--- src/design/qple_pkg.sv ---
// Shared constants, command and status types for the quoted-printable line encoder.
package qple_pkg;

    localparam int LINE_LIMIT_DEFAULT = 76;

    localparam logic [1:0] MODE_DATA  = 2'd0;
    localparam logic [1:0] MODE_EOL   = 2'd1;
    localparam logic [1:0] MODE_DRAIN = 2'd2;

    localparam logic [7:0] CHAR_EQ    = 8'h3D;
    localparam logic [7:0] CHAR_NL    = 8'h0A;
    localparam logic [7:0] CHAR_TAB   = 8'h09;
    localparam logic [7:0] CHAR_SPACE = 8'h20;

    localparam logic [3:0] QUOTE_WIDTH = 4'd3;
    localparam logic [3:0] TAB_STOP    = 4'd8;

    typedef struct packed {
        logic load_in;
        logic add;
        logic fix_last;
        logic scan_init;
        logic scan_rd;
        logic scan_use;
        logic pick;
        logic emit_init_hard;
        logic emit_rd;
        logic emit_char;
        logic emit_eq;
        logic emit_nl;
        logic shift_init;
        logic shift_rd;
        logic shift_wr;
        logic shift_end;
        logic clear_line;
        logic flush;
    } cmd_t;

    typedef struct packed {
        logic [1:0] mode;
        logic       byte_nl;
        logic       fill_zero;
        logic       long_line;
        logic       last_blank;
        logic       idx_at_fill;
        logic       idx_at_cut;
        logic       glyph_done;
        logic       soft_cut;
        logic       char_ready;
        logic       acc_empty;
        logic       out_free;
    } status_t;

    function automatic logic [7:0] hex_char(input logic [3:0] nib);
        hex_char = (nib < 4'd10) ? (8'h30 + {4'd0, nib}) : (8'h37 + {4'd0, nib});
    endfunction

    function automatic logic is_blank(input logic [7:0] c);
        is_blank = (c == CHAR_SPACE) || (c == CHAR_TAB);
    endfunction

endpackage

--- src/design/qple_datapath.sv ---
// Datapath of the quoted-printable line encoder: glyph memory, line scan and output packer.
module qple_datapath #(
    parameter int LINE_LIMIT = qple_pkg::LINE_LIMIT_DEFAULT
) (
    input  logic             aclk,
    input  logic             aresetn,
    input  logic             cfg_wr_en,
    input  logic             cfg_wr_data,
    input  logic [7:0]       s_tdata,
    input  logic [1:0]       s_tuser,
    input  qple_pkg::cmd_t   cmd,
    output qple_pkg::status_t status,
    output logic [71:0]      m_tdata,
    output logic             m_tlast,
    output logic             m_tvalid,
    input  logic             m_tready
);

    localparam int DEPTH = LINE_LIMIT + 1;
    localparam int AW    = $clog2(DEPTH);
    localparam int CW    = $clog2(DEPTH + 1);
    localparam int COLW  = $clog2(LINE_LIMIT + 9);
    localparam logic [COLW-1:0] LIM = COLW'(LINE_LIMIT);

    // Glyph entry: byte, quote flag, width.
    logic [12:0] mem [DEPTH];
    logic [12:0] rd_reg;

    logic            intl_reg;
    logic [1:0]      mode_reg;
    logic [7:0]      byte_reg;
    logic [CW-1:0]   fill_reg, idx_reg, cut_reg, cutmax_reg, blank_reg;
    logic [COLW-1:0] total_reg, run_reg, colmax_reg, colblank_reg, col0_reg, cutcol_reg;
    logic [7:0]      last_byte_reg;
    logic [3:0]      last_w_reg;
    logic [1:0]      sub_reg;
    logic            soft_reg;
    logic [63:0]     acc_reg, out_data_reg;
    logic [3:0]      acc_cnt_reg, out_cnt_reg;
    logic            out_last_reg, out_valid_reg;

    logic [7:0]      rd_byte;
    logic            rd_quote;
    logic [3:0]      rd_width;
    logic [COLW-1:0] scan_col;
    logic [3:0]      new_w;
    logic            new_q;
    logic            unprint, space_cls;
    logic            mem_we;
    logic [AW-1:0]   mem_wa;
    logic [12:0]     mem_wd;
    logic            char_valid;
    logic [7:0]      char_val;
    logic            glyph_done;
    logic            char_ready;

    assign rd_byte  = rd_reg[12:5];
    assign rd_quote = rd_reg[4];
    assign rd_width = rd_reg[3:0];
    assign scan_col = run_reg + COLW'(rd_width);

    always_comb begin
        unprint   = intl_reg ? (byte_reg < 8'd32) : ((byte_reg < 8'd32) || (byte_reg > 8'd126));
        space_cls = ((byte_reg >= 8'd9) && (byte_reg <= 8'd13)) || (byte_reg == qple_pkg::CHAR_SPACE);
        new_w = 4'd1;
        new_q = 1'b0;
        if (byte_reg == qple_pkg::CHAR_EQ) begin
            new_w = qple_pkg::QUOTE_WIDTH;
            new_q = 1'b1;
        end else if (byte_reg == qple_pkg::CHAR_TAB) begin
            new_w = qple_pkg::TAB_STOP - {1'b0, total_reg[2:0]};
        end else if (unprint && !space_cls) begin
            new_w = qple_pkg::QUOTE_WIDTH;
            new_q = 1'b1;
        end
    end

    always_comb begin
        mem_we = 1'b0;
        mem_wa = fill_reg[AW-1:0];
        mem_wd = {byte_reg, new_q, new_w};
        if (cmd.add) begin
            mem_we = 1'b1;
        end else if (cmd.fix_last) begin
            mem_we = 1'b1;
            mem_wa = AW'(fill_reg - CW'(1));
            mem_wd = {last_byte_reg, 1'b1, qple_pkg::QUOTE_WIDTH};
        end else if (cmd.shift_wr) begin
            mem_we = 1'b1;
            mem_wa = AW'(idx_reg - cut_reg);
            mem_wd = rd_reg;
        end
    end

    always_ff @(posedge aclk) begin
        if (mem_we) begin
            mem[mem_wa] <= mem_wd;
        end
        if (cmd.scan_rd || cmd.emit_rd || cmd.shift_rd) begin
            rd_reg <= mem[idx_reg[AW-1:0]];
        end
    end

    assign glyph_done = !rd_quote || (sub_reg == 2'd2);
    assign char_ready = (acc_cnt_reg != 4'd8) || !out_valid_reg;

    always_comb begin
        char_valid = cmd.emit_char || cmd.emit_eq || cmd.emit_nl;
        char_val   = qple_pkg::CHAR_NL;
        if (cmd.emit_eq) begin
            char_val = qple_pkg::CHAR_EQ;
        end else if (cmd.emit_char) begin
            if (!rd_quote) begin
                char_val = rd_byte;
            end else begin
                case (sub_reg)
                    2'd0:    char_val = qple_pkg::CHAR_EQ;
                    2'd1:    char_val = qple_pkg::hex_char(rd_byte[7:4]);
                    default: char_val = qple_pkg::hex_char(rd_byte[3:0]);
                endcase
            end
        end
    end

    always_ff @(posedge aclk) begin
        if (!aresetn) begin
            intl_reg      <= 1'b0;
            fill_reg      <= '0;
            total_reg     <= '0;
            acc_reg       <= '0;
            acc_cnt_reg   <= '0;
            out_valid_reg <= 1'b0;
        end else begin
            if (cfg_wr_en) begin
                intl_reg <= cfg_wr_data;
            end
            if (cmd.add) begin
                fill_reg      <= fill_reg + CW'(1);
                total_reg     <= total_reg + COLW'(new_w);
                last_byte_reg <= byte_reg;
                last_w_reg    <= new_w;
            end
            if (cmd.fix_last) begin
                total_reg  <= total_reg - COLW'(last_w_reg) + COLW'(qple_pkg::QUOTE_WIDTH);
                last_w_reg <= qple_pkg::QUOTE_WIDTH;
            end
            if (cmd.shift_end) begin
                fill_reg  <= fill_reg - cut_reg;
                total_reg <= total_reg - cutcol_reg;
            end
            if (cmd.clear_line) begin
                fill_reg  <= '0;
                total_reg <= '0;
            end
            // Packer: a full accumulator moves to the output register when the next char arrives, or on a flush.
            if (char_valid) begin
                if (acc_cnt_reg == 4'd8) begin
                    acc_reg     <= {56'd0, char_val};
                    acc_cnt_reg <= 4'd1;
                end else begin
                    acc_reg[acc_cnt_reg[2:0]*8 +: 8] <= char_val;
                    acc_cnt_reg <= acc_cnt_reg + 4'd1;
                end
            end else if (cmd.flush) begin
                acc_reg     <= '0;
                acc_cnt_reg <= '0;
            end
            // The output register is released by a handshake even while chars keep arriving.
            if ((char_valid && (acc_cnt_reg == 4'd8)) || cmd.flush) begin
                out_data_reg  <= acc_reg;
                out_cnt_reg   <= acc_cnt_reg;
                out_last_reg  <= cmd.flush;
                out_valid_reg <= 1'b1;
            end else if (out_valid_reg && m_tready) begin
                out_valid_reg <= 1'b0;
            end
        end
    end

    always_ff @(posedge aclk) begin
        if (cmd.load_in) begin
            mode_reg <= s_tuser;
            byte_reg <= s_tdata;
        end
        if (cmd.scan_init) begin
            idx_reg    <= '0;
            run_reg    <= '0;
            cutmax_reg <= '0;
            blank_reg  <= '0;
        end
        if (cmd.scan_use) begin
            if (scan_col < LIM) begin
                cutmax_reg <= idx_reg + CW'(1);
                colmax_reg <= scan_col;
                if (qple_pkg::is_blank(rd_byte)) begin
                    blank_reg    <= idx_reg + CW'(1);
                    colblank_reg <= scan_col;
                end
            end
            if (idx_reg == '0) begin
                col0_reg <= scan_col;
            end
            run_reg <= scan_col;
            idx_reg <= idx_reg + CW'(1);
        end
        if (cmd.pick) begin
            if (blank_reg != '0) begin
                cut_reg    <= blank_reg;
                cutcol_reg <= colblank_reg;
            end else if (cutmax_reg != '0) begin
                cut_reg    <= cutmax_reg;
                cutcol_reg <= colmax_reg;
            end else begin
                cut_reg    <= CW'(1);
                cutcol_reg <= col0_reg;
            end
            idx_reg  <= '0;
            sub_reg  <= '0;
            soft_reg <= 1'b1;
        end
        if (cmd.emit_init_hard) begin
            cut_reg  <= fill_reg;
            idx_reg  <= '0;
            sub_reg  <= '0;
            soft_reg <= 1'b0;
        end
        if (cmd.emit_char) begin
            if (glyph_done) begin
                sub_reg <= '0;
                idx_reg <= idx_reg + CW'(1);
            end else begin
                sub_reg <= sub_reg + 2'd1;
            end
        end
        if (cmd.shift_init) begin
            idx_reg <= cut_reg;
        end
        if (cmd.shift_wr) begin
            idx_reg <= idx_reg + CW'(1);
        end
    end

    always_comb begin
        status.mode        = mode_reg;
        status.byte_nl     = (byte_reg == qple_pkg::CHAR_NL);
        status.fill_zero   = (fill_reg == '0);
        status.long_line   = (total_reg > LIM);
        status.last_blank  = qple_pkg::is_blank(last_byte_reg);
        status.idx_at_fill = (idx_reg == fill_reg);
        status.idx_at_cut  = (idx_reg == cut_reg);
        status.glyph_done  = glyph_done;
        status.soft_cut    = soft_reg;
        status.char_ready  = char_ready;
        status.acc_empty   = (acc_cnt_reg == 4'd0);
        status.out_free    = !out_valid_reg;
    end

    assign m_tdata  = {4'd0, out_cnt_reg, out_data_reg};
    assign m_tlast  = out_last_reg;
    assign m_tvalid = out_valid_reg;

endmodule

--- src/design/qple_ctrl.sv ---
// Controller state machine of the quoted-printable line encoder.
module qple_ctrl (
    input  logic              aclk,
    input  logic              aresetn,
    input  logic              s_tvalid,
    output logic              s_tready,
    input  qple_pkg::status_t status,
    output qple_pkg::cmd_t    cmd
);

    localparam logic [3:0] S_IDLE     = 4'd0;
    localparam logic [3:0] S_DISPATCH = 4'd1;
    localparam logic [3:0] S_HN       = 4'd2;
    localparam logic [3:0] S_CHECK    = 4'd3;
    localparam logic [3:0] S_SCAN_RD  = 4'd4;
    localparam logic [3:0] S_SCAN_USE = 4'd5;
    localparam logic [3:0] S_PICK     = 4'd6;
    localparam logic [3:0] S_EMIT_RD  = 4'd7;
    localparam logic [3:0] S_EMIT_CH  = 4'd8;
    localparam logic [3:0] S_EMIT_EQ  = 4'd9;
    localparam logic [3:0] S_EMIT_NL  = 4'd10;
    localparam logic [3:0] S_SHIFT_RD = 4'd11;
    localparam logic [3:0] S_SHIFT_WR = 4'd12;
    localparam logic [3:0] S_FLUSH    = 4'd13;

    logic [3:0] state_reg, state_next;
    logic       drain_reg, drain_next;
    logic       hn_reg, hn_next;

    assign s_tready = (state_reg == S_IDLE);

    always_comb begin
        state_next = state_reg;
        drain_next = drain_reg;
        hn_next    = hn_reg;
        cmd        = '0;
        unique case (state_reg)
            S_IDLE: begin
                if (s_tvalid) begin
                    cmd.load_in = 1'b1;
                    state_next  = S_DISPATCH;
                end
            end
            S_DISPATCH: begin
                drain_next = 1'b0;
                hn_next    = 1'b0;
                case (status.mode)
                    qple_pkg::MODE_DATA: begin
                        if (status.byte_nl) begin
                            state_next = S_HN;
                        end else begin
                            cmd.add    = 1'b1;
                            state_next = S_CHECK;
                        end
                    end
                    qple_pkg::MODE_EOL: begin
                        state_next = status.fill_zero ? S_FLUSH : S_HN;
                    end
                    qple_pkg::MODE_DRAIN: begin
                        drain_next = 1'b1;
                        state_next = S_CHECK;
                    end
                    default: state_next = S_FLUSH;
                endcase
            end
            S_HN: begin
                if (!status.fill_zero && status.last_blank) begin
                    cmd.fix_last = 1'b1;
                end
                hn_next    = 1'b1;
                state_next = S_CHECK;
            end
            S_CHECK: begin
                if (!status.fill_zero && (drain_reg || status.long_line)) begin
                    cmd.scan_init = 1'b1;
                    state_next    = S_SCAN_RD;
                end else if (hn_reg) begin
                    cmd.emit_init_hard = 1'b1;
                    state_next         = S_EMIT_RD;
                end else begin
                    state_next = S_FLUSH;
                end
            end
            S_SCAN_RD: begin
                if (status.idx_at_fill) begin
                    state_next = S_PICK;
                end else begin
                    cmd.scan_rd = 1'b1;
                    state_next  = S_SCAN_USE;
                end
            end
            S_SCAN_USE: begin
                cmd.scan_use = 1'b1;
                state_next   = S_SCAN_RD;
            end
            S_PICK: begin
                cmd.pick   = 1'b1;
                state_next = S_EMIT_RD;
            end
            S_EMIT_RD: begin
                if (status.idx_at_cut) begin
                    state_next = status.soft_cut ? S_EMIT_EQ : S_EMIT_NL;
                end else begin
                    cmd.emit_rd = 1'b1;
                    state_next  = S_EMIT_CH;
                end
            end
            S_EMIT_CH: begin
                if (status.char_ready) begin
                    cmd.emit_char = 1'b1;
                    if (status.glyph_done) begin
                        state_next = S_EMIT_RD;
                    end
                end
            end
            S_EMIT_EQ: begin
                if (status.char_ready) begin
                    cmd.emit_eq = 1'b1;
                    state_next  = S_EMIT_NL;
                end
            end
            S_EMIT_NL: begin
                if (status.char_ready) begin
                    cmd.emit_nl = 1'b1;
                    if (status.soft_cut) begin
                        cmd.shift_init = 1'b1;
                        state_next     = S_SHIFT_RD;
                    end else begin
                        cmd.clear_line = 1'b1;
                        state_next     = S_FLUSH;
                    end
                end
            end
            S_SHIFT_RD: begin
                if (status.idx_at_fill) begin
                    cmd.shift_end = 1'b1;
                    state_next    = S_CHECK;
                end else begin
                    cmd.shift_rd = 1'b1;
                    state_next   = S_SHIFT_WR;
                end
            end
            S_SHIFT_WR: begin
                cmd.shift_wr = 1'b1;
                state_next   = S_SHIFT_RD;
            end
            S_FLUSH: begin
                if (status.acc_empty) begin
                    state_next = S_IDLE;
                end else if (status.out_free) begin
                    cmd.flush  = 1'b1;
                    state_next = S_IDLE;
                end
            end
            default: state_next = S_IDLE;
        endcase
    end

    always_ff @(posedge aclk) begin
        if (!aresetn) begin
            state_reg <= S_IDLE;
            drain_reg <= 1'b0;
            hn_reg    <= 1'b0;
        end else begin
            state_reg <= state_next;
            drain_reg <= drain_next;
            hn_reg    <= hn_next;
        end
    end

endmodule

--- src/design/quoted_printable_line_encoder.sv ---
// Top level of the quoted-printable line encoder: controller plus datapath.
//
// Input requests arrive on the s_ channel: s_tdata carries the raw byte and
// s_tuser the mode (data byte, end of line, or close and drain). Encoded text
// leaves on the m_ channel, up to eight characters per request in the low 64
// bits of m_tdata, the character count above them, and m_tlast marking the
// final output request caused by one input request.
// A soft line break scans the buffered glyphs for the cut, writes out the
// glyphs before the cut, and shifts the remaining glyphs down in the glyph
// memory. Output requests leave through a register, so the packer keeps
// filling the next word while one waits.
// If the receiver stalls, character generation pauses once the next word is
// full, and no input request is taken until all output of the current one is
// queued. Reset empties the line buffer and the packer and clears
// international_mode; the glyph memory itself needs no clearing.
module quoted_printable_line_encoder #(
    parameter int LINE_LIMIT = qple_pkg::LINE_LIMIT_DEFAULT
) (
    input  logic        aclk,
    input  logic        aresetn,
    input  logic        cfg_wr_en,
    input  logic        cfg_wr_data,   // international_mode
    input  logic        s_tvalid,
    output logic        s_tready,
    input  logic [7:0]  s_tdata,       // data_byte
    input  logic [1:0]  s_tuser,       // mode
    output logic        m_tvalid,
    input  logic        m_tready,
    output logic [71:0] m_tdata,       // chars [63:0], char_count [67:64], zero pad
    output logic        m_tlast        // last
);

    qple_pkg::cmd_t    cmd;
    qple_pkg::status_t status;

    qple_ctrl u_ctrl (
        .aclk     (aclk),
        .aresetn  (aresetn),
        .s_tvalid (s_tvalid),
        .s_tready (s_tready),
        .status   (status),
        .cmd      (cmd)
    );

    qple_datapath #(
        .LINE_LIMIT (LINE_LIMIT)
    ) u_datapath (
        .aclk        (aclk),
        .aresetn     (aresetn),
        .cfg_wr_en   (cfg_wr_en),
        .cfg_wr_data (cfg_wr_data),
        .s_tdata     (s_tdata),
        .s_tuser     (s_tuser),
        .cmd         (cmd),
        .status      (status),
        .m_tdata     (m_tdata),
        .m_tlast     (m_tlast),
        .m_tvalid    (m_tvalid),
        .m_tready    (m_tready)
    );

endmodule

--- config.mk ---
export PLATFORM = sky130hd
export DESIGN_NAME = quoted_printable_line_encoder
export DESIGN_NICKNAME = d
export VERILOG_FILES = /design/src/design/qple_pkg.sv /design/src/design/qple_datapath.sv /design/src/design/qple_ctrl.sv /design/src/design/quoted_printable_line_encoder.sv
export SDC_FILE = /design/constraint.sdc
export NUM_CORES = 2
export LEC_CHECK = 0
export ABC_AREA = 1
export ABC_CLOCK_PERIOD_IN_PS = 17900
export BUFFER_PORTS_ARGS = -buffer_cell sky130_fd_sc_hd__buf_2
export CAP_MARGIN = 40
export CORE_UTILIZATION = 50
export DETAILED_ROUTE_END_ITERATION = 8
export PLACE_DENSITY = 0.77
export RECOVER_POWER = 25
export SETUP_SLACK_MARGIN = 0.05
export SLEW_MARGIN = 20
export SYNTH_ARGS = -nofsm -noshare
export SYNTH_HDL_FRONTEND = slang
export SYNTH_HIERARCHICAL = 1
export SYNTH_SLANG_ARGS = --single-unit
--- constraint.sdc ---
create_clock -name aclk -period 17.9 [get_ports aclk]
set_input_delay 3.58 -clock aclk [delete_from_list [all_inputs] [get_ports aclk]]
set_output_delay 3.58 -clock aclk [all_outputs]
set_load 0.03 [all_outputs]
== Word-level counts from Yosys, hierarchy flattened ==
Memories as Yosys holds them, arrays and structs flattened. A register that Yosys moved wholly into a read port is not among the register bits.
Index checks and enable logic that the tools add are counted.
Widths: inputs -> output; s select.

* Output and inout port bits: 75
* Bits in registers: 247
* Logic and storage cells: 259
* Bits in writable memories: 1001
* Input port bits: 16
* Memories: 1

{| class="wikitable"
|+ Memories
! name !! words !! width !! read ports !! clocked after memory_dff !! wr ports !! RTL line !! RTL
|-
| u_datapath.mem || 77 || 13 || 1 || 1 || 1 || qple_datapath.sv:26 || <nowiki>logic [12:0] mem [DEPTH];</nowiki>
|}

* Shifts and indexed selects: 2
* Equal/unequal tests: 35
* Reduce and logical (&&, ||, !) cells: 47
* Bitwise gates (word level): 1
* $add $sub $neg: 18
* $lt $le $gt $ge: 8
* Muxes and demuxes: 120

{| class="wikitable"
|+ Operators with widths
! kind !! number
|-
| $mux 7 || 31
|-
| $mux 64 || 3
|-
| $mux 4 || 18
|-
| $bwmux 64 || 1
|-
| $shift 8x34->64 const A || 1
|-
| $shiftx 8x34->64 || 1
|-
| $pmux 4 s14 || 1
|-
| $mux 1 || 45
|-
| $mux 8 || 5
|-
| $mux 13 || 3
|-
| $neg 6->34 || 1
|-
| $eq 8x4->1 const B || 4
|-
| $eq 8x6->1 const B || 4
|-
| $add 6x4->7 const A || 4
|-
| $eq 4x4->1 const B || 7
|-
| $sub 7x7->7 || 3
|-
| $mux 2 || 9
|-
| $eq 4x3->1 const B || 4
|-
| $pmux 8 s2 || 1
|-
| $add 7x1->7 const B || 2
|-
| $add 7x4->7 || 2
|-
| $eq 7x7->1 || 2
|-
| $logic_not 7->1 || 2
|-
| $reduce_bool 2->1 || 7
|-
| other kinds (36) || 70
|}

== Depth between registers and ports, before layout ==
* Depth in word-level cells: 13
* Mapped depth: 24
* Depth with buffers taken out: 19

== Hierarchy ==
Netlist, hierarchy kept.

{| class="wikitable"
|+ Modules (own cells, without submodules)
! module !! area an instance (um2) !! instances !! sequential area each (um2) !! cells an instance
|-
| qple_datapath || 51678.3 || 1 || 36625.1 || 4433
|-
| qple_ctrl || 749.5 || 1 || 120.1 || 146
|}

== Worst setup path before layout ==
Ideal clock, no wire load.

* Path type: input to register
* Start point: in aresetn
* End point: reg u_datapath.out_valid_reg, in the netlist u_datapath/m_tvalid
* Required time: 17810 ps
* Library setup time: 90 ps
* Path buffers: 0
* Stages: 3
* Arrival time: 9434 ps
* Setup slack: 8377 ps
* Cell sequence: clkinv_1 -> a211oi_1 -> or2_2

{| class="wikitable"
|+ RTL lines
! element !! RTL line !! RTL
|-
| start, declared || quoted_printable_line_encoder.sv:20 || <nowiki>input logic aresetn,</nowiki>
|-
| end signal, assigned || qple_datapath.sv:132 || <nowiki>out_valid_reg <= 1'b0;</nowiki>
|-
| end signal, assigned || qple_datapath.sv:173 || <nowiki>out_valid_reg <= 1'b1;</nowiki>
|-
| end signal, assigned || qple_datapath.sv:175 || <nowiki>out_valid_reg <= 1'b0;</nowiki>
|-
| end, declared || qple_datapath.sv:40 || <nowiki>logic out_last_reg, out_valid_reg;</nowiki>
|}

== Worst setup path in the final report ==
* Start point: reg u_datapath.idx_reg[0]
* End point: reg u_datapath.rd_reg[2] (read register of u_datapath.mem), data pin

* Cells in the longest elaborated chain, start to end: 5
* Elaborated cells between the ends (all ways): 9
* Those cells by class: eq/ne (2); mux (5); reduce/logical (2)

{| class="wikitable"
|+ RTL lines
! element !! RTL line !! RTL
|-
| start, declared || qple_datapath.sv:32 || <nowiki>logic [CW-1:0] fill_reg, idx_reg, cut_reg, cutmax_reg, blank_reg;</nowiki>
|-
| start signal, assigned || qple_datapath.sv:204 || <nowiki>idx_reg <= idx_reg + CW'(1);</nowiki>
|-
| start signal, assigned || qple_datapath.sv:230 || <nowiki>idx_reg <= idx_reg + CW'(1);</nowiki>
|-
| start signal, assigned || qple_datapath.sv:236 || <nowiki>idx_reg <= cut_reg;</nowiki>
|-
| $eq 7x7->1 (on tied branches) || qple_datapath.sv:249, qple_datapath.sv:250 ||
|-
| $mux 1 (on tied branches) || qple_ctrl.sv:85, qple_ctrl.sv:135, qple_ctrl.sv:101 ||
|-
| $mux 1 || qple_ctrl.sv:37 || <nowiki>unique case (state_reg)</nowiki>
|-
| $logic_or 1x1->1 (2 in a row) || qple_datapath.sv:99 || <nowiki>if (cmd.scan_rd || cmd.emit_rd || cmd.shift_rd) begin</nowiki>
|-
| end, declared || qple_datapath.sv:27 || <nowiki>logic [12:0] rd_reg;</nowiki>
|}

Parallel ways exist; a longest one is shown, timed or not.
A chain may end at the register's enable or synchronous reset.

==> out/qor.txt <==
Worst setup SP type = flop
Routability congestion estimate = 0.904
Sequential area share after synthesis = 70.1%
Final Max Slew Viols = 585
DP Area = 55000 um2
Hold Crit Class = reg -> reg
Final ANT Viol Nets = 0
First-pass GRT wire length = 203000 um
Initial antenna violation count = 1
GRT Util Overall = 24.6%
Clock slew at reported path FFs = 70 ps
Post-CTS Resized = 0
CP endpoint kind = flop
Leakage = 20.1 nW
H-Tree Depth = 3
Fin crit period = 9020 ps
Worst skew pair latency = 720 ps
Vias = 36.5k
Top_reg_cell synth = edfxtp_1
Peak VDD IR = 0.000188 V
Routing usage on met1 = 33.5%
Router iterations before antenna repair = 8
CTS tree = built
Syn_area_per_cell = 11.4 um2
Worst-Margin Slew = 3500 ps
Post-route cell area = 58700 um2
Die W = 326 um
Final wirelength = 133000 um
DRC viols = 0
Worst hold path depth = 0
Max-Slew Margin vs Limit = -134%
CTS root buffer = clkbuf_16
Via density = 5.93
IO Port Bufs = 86
Hold Vio Cnt, Final = 0
#FFs+latches synth = 1261
Setup Viol. Count Final = 0
Synth Warn # = 6
Gr busiest metal = met2
RSZ-0062 raised after global routing = false
Max reg flops = 1001
Maximum clock frequency = 111 MHz
Util after Layout = 56.6%
Worst EP required = 18350 ps
Vert. Die Dim = 326 um
Arr. time, crit path = 9470 ps
Worst Setup SP = u_datapath/idx_reg[0]
Clock buffer depth = 3
MaxCap Viol Count = 13
Critical path class = reg -> reg
Failing checks = max-capacitance violations, max-slew violations
Syn Std Cell Area = 52400 um2
Placed Cells incl. Taps = 5928
Area Growth Syn to Fin = 12.0%
Share of cells above drive strength 1 = 9.70%
DP Wirelength = 81500 um
Total CTS buffers = 119
Status = finished, violations left
Critical path fanouts, max = 83
GR Util met2 = 39.2%
Core area = 104000 um2
Post-CTS Setup Bufs = 0
Die area = 106000 um2
Reg2reg path depth = 11
Non-Filler Instances = 6163
Std-Cell Rows = 118
GRT overflow = 0
Worst hold start = u_datapath/acc_reg[7]
Largest net degree at the start of global routing = 246
# IOs = 91
Clock skew = 27.8 ps
# clock sinks = 1261
Met3 usage = 3.81%
Final nets = 4755
Vias in the first global route = 34.7k
Starting Density = 50.5%
Number of synthesized flops with an enable pin = 1149
Async S/R FF share, synth = 0%
Fillers = 8051
Post-synthesis cell type count = 52
Hold_buf cts = 0
DR iter-0 viols = 4772
Setup TNS = 0 ps
Power Density = 156 nW/um2
Avg WL per Cell = 21.6 um
Post-Syn Instances = 4579
R2R Path Start = u_datapath/idx_reg[0]
Period utilization = 50.4%
## kinds of logic after synthesis
| family | synth area share (%) |
|---|---|
| other cells | 0.00715 |
| fa+ha+maj | 1.52 |
| flops | 70.1 |
| compound gates | 10.8 |
| xor+xnor | 0.384 |
| simple gates | 13.5 |
| buf+inv | 3.70 |
## cell usage after synthesis, types with 2 or more instances
master       n  area share (%)
nor3_1      22            0.21
clkbuf_2     4           0.038
o32ai_1      2           0.033
inv_2       22            0.16
nor2_4       3           0.064
nand2_1    633             4.5
nand3b_1     3           0.043
a21oi_1    137             1.3
o21ai_0    493             4.7
o211ai_1     8            0.11
nor4_1       5           0.060
buf_4       25            0.36
nand3_2      9            0.17
ha_1        54             1.3
o21ai_1    140             1.3
nor2_2      13            0.16
a22oi_1      5           0.072
nand2_2     18            0.21
and3_1       2           0.024
buf_6        4           0.086
buf_1       18            0.13
a221oi_1    13            0.22
nand4_1     40            0.48
o31ai_1      2           0.029
edfxtp_1  1149              66
a31oi_1     14            0.17
inv_1      186             1.3
o22ai_1    207             2.5
dfxtp_1    112             4.3
xor2_1      14            0.23
xnor2_1      9            0.15
nand3_1    124             1.2
o21a_1       5           0.072
nor3_2       8            0.15
clkinv_1     2           0.014
a211oi_1     8            0.11
or2_2        7           0.084
clkbuf_1   114            0.82
buf_2       81            0.77
nor2_1     842             6.0
o221ai_1     6            0.10
fa_1         6            0.23
## layer usage
metal / vias to the layer above / share of wire (%)
met5: - / 0.0082
met3: 340 / 11
li1: 16490 / -
met4: 2 / 4.6
met1: 17447 / 38
met2: 2257 / 46
## final cells by class
| type | instances | area (um2) | share of cell area [%] |
|---|---|---|---|
| multi-input cells | 2865 | 13900 | 23.7 |
| flip-flops and latches | 1261 | 36700 | 62.6 |
| clock buffers | 151 | 3170 | 5.40 |
| diodes | 1 | 2.50 | 0.00426 |
| inverters | 210 | 795 | 1.35 |
| clock inverters | 73 | 578 | 0.984 |
| repair buffers | 222 | 1790 | 3.05 |
| well taps | 1380 | 1730 | 2.94 |
## metrics by stage
step	power (mW)	hold slack, ps	setup WS (ps)
2_1_floorplan	5.66	401	8380
3_3_place_gp	6.55	415	12350
3_5_place_dp	6.70	414	12320
4_1_cts	9.11	433	12480
5_1_grt	9.55	444	8240
6_report	9.18	427	8880
## layout by cell type, fill, tap and decap left out, types with 6 or more instances in the layout
master / netlist / routed
clkbuf_1: 114 / 56
a221oi_1: 13 / 13
buf_8: 0 / 6
nand3_1: 124 / 124
a211oi_1: 8 / 7
xnor2_1: 9 / 9
edfxtp_1: 1149 / 1149
clkinv_2: 0 / 26
fa_1: 6 / 6
or2_2: 7 / 7
buf_4: 25 / 72
nor2_1: 842 / 835
nand4_1: 40 / 40
inv_1: 186 / 189
bufinv_16: 0 / 6
o211ai_1: 8 / 8
buf_6: 4 / 21
a21oi_1: 137 / 137
clkbuf_16: 0 / 122
nand2_2: 18 / 15
nor2_2: 13 / 18
ha_1: 54 / 54
a31oi_1: 14 / 14
buf_2: 81 / 77
nor3_1: 22 / 21
o22ai_1: 207 / 207
o21ai_0: 493 / 493
buf_12: 0 / 8
clkinv_1: 2 / 25
nand2_1: 633 / 636
buf_16: 0 / 10
nor3_2: 8 / 9
inv_2: 22 / 18
o21ai_1: 140 / 137
clkinvlp_4: 0 / 6
xor2_1: 14 / 14
dfxtp_1: 112 / 111
nand3_2: 9 / 9
## worst paths after layout
check / end / slack, ps
worst max-delay path: u_datapath/rd_reg[2] / 8880
worst min-delay path: u_datapath/out_data_reg[7] / 430
worst max register to register: u_datapath/rd_reg[2] / 8880
worst min register to register: u_datapath/out_data_reg[7] / 430
## report_power, final
| group | leakage (nW) | internal (mW) | switching, mW |
|---|---|---|---|
| clock network | 1.83 | 1.34 | 1.08 |
| logic | 7.09 | 0.777 | 2.25 |
| registers | 11.2 | 3.60 | 0.132 |
## worst max-delay path, stage by stage, from the launching register on
cell	delay, ps
dfxtp_1	1700
clkinvlp_2	3070
clkbuf_1	710
clkbuf_1	1300
o21ai_0	770
o21ai_1	130
nand2_1	110
nand3_1	140
a21oi_1	140
a21oi_1	140
nor2_1	360
nor2_1	90
Power figures use the tool's default switching activity.
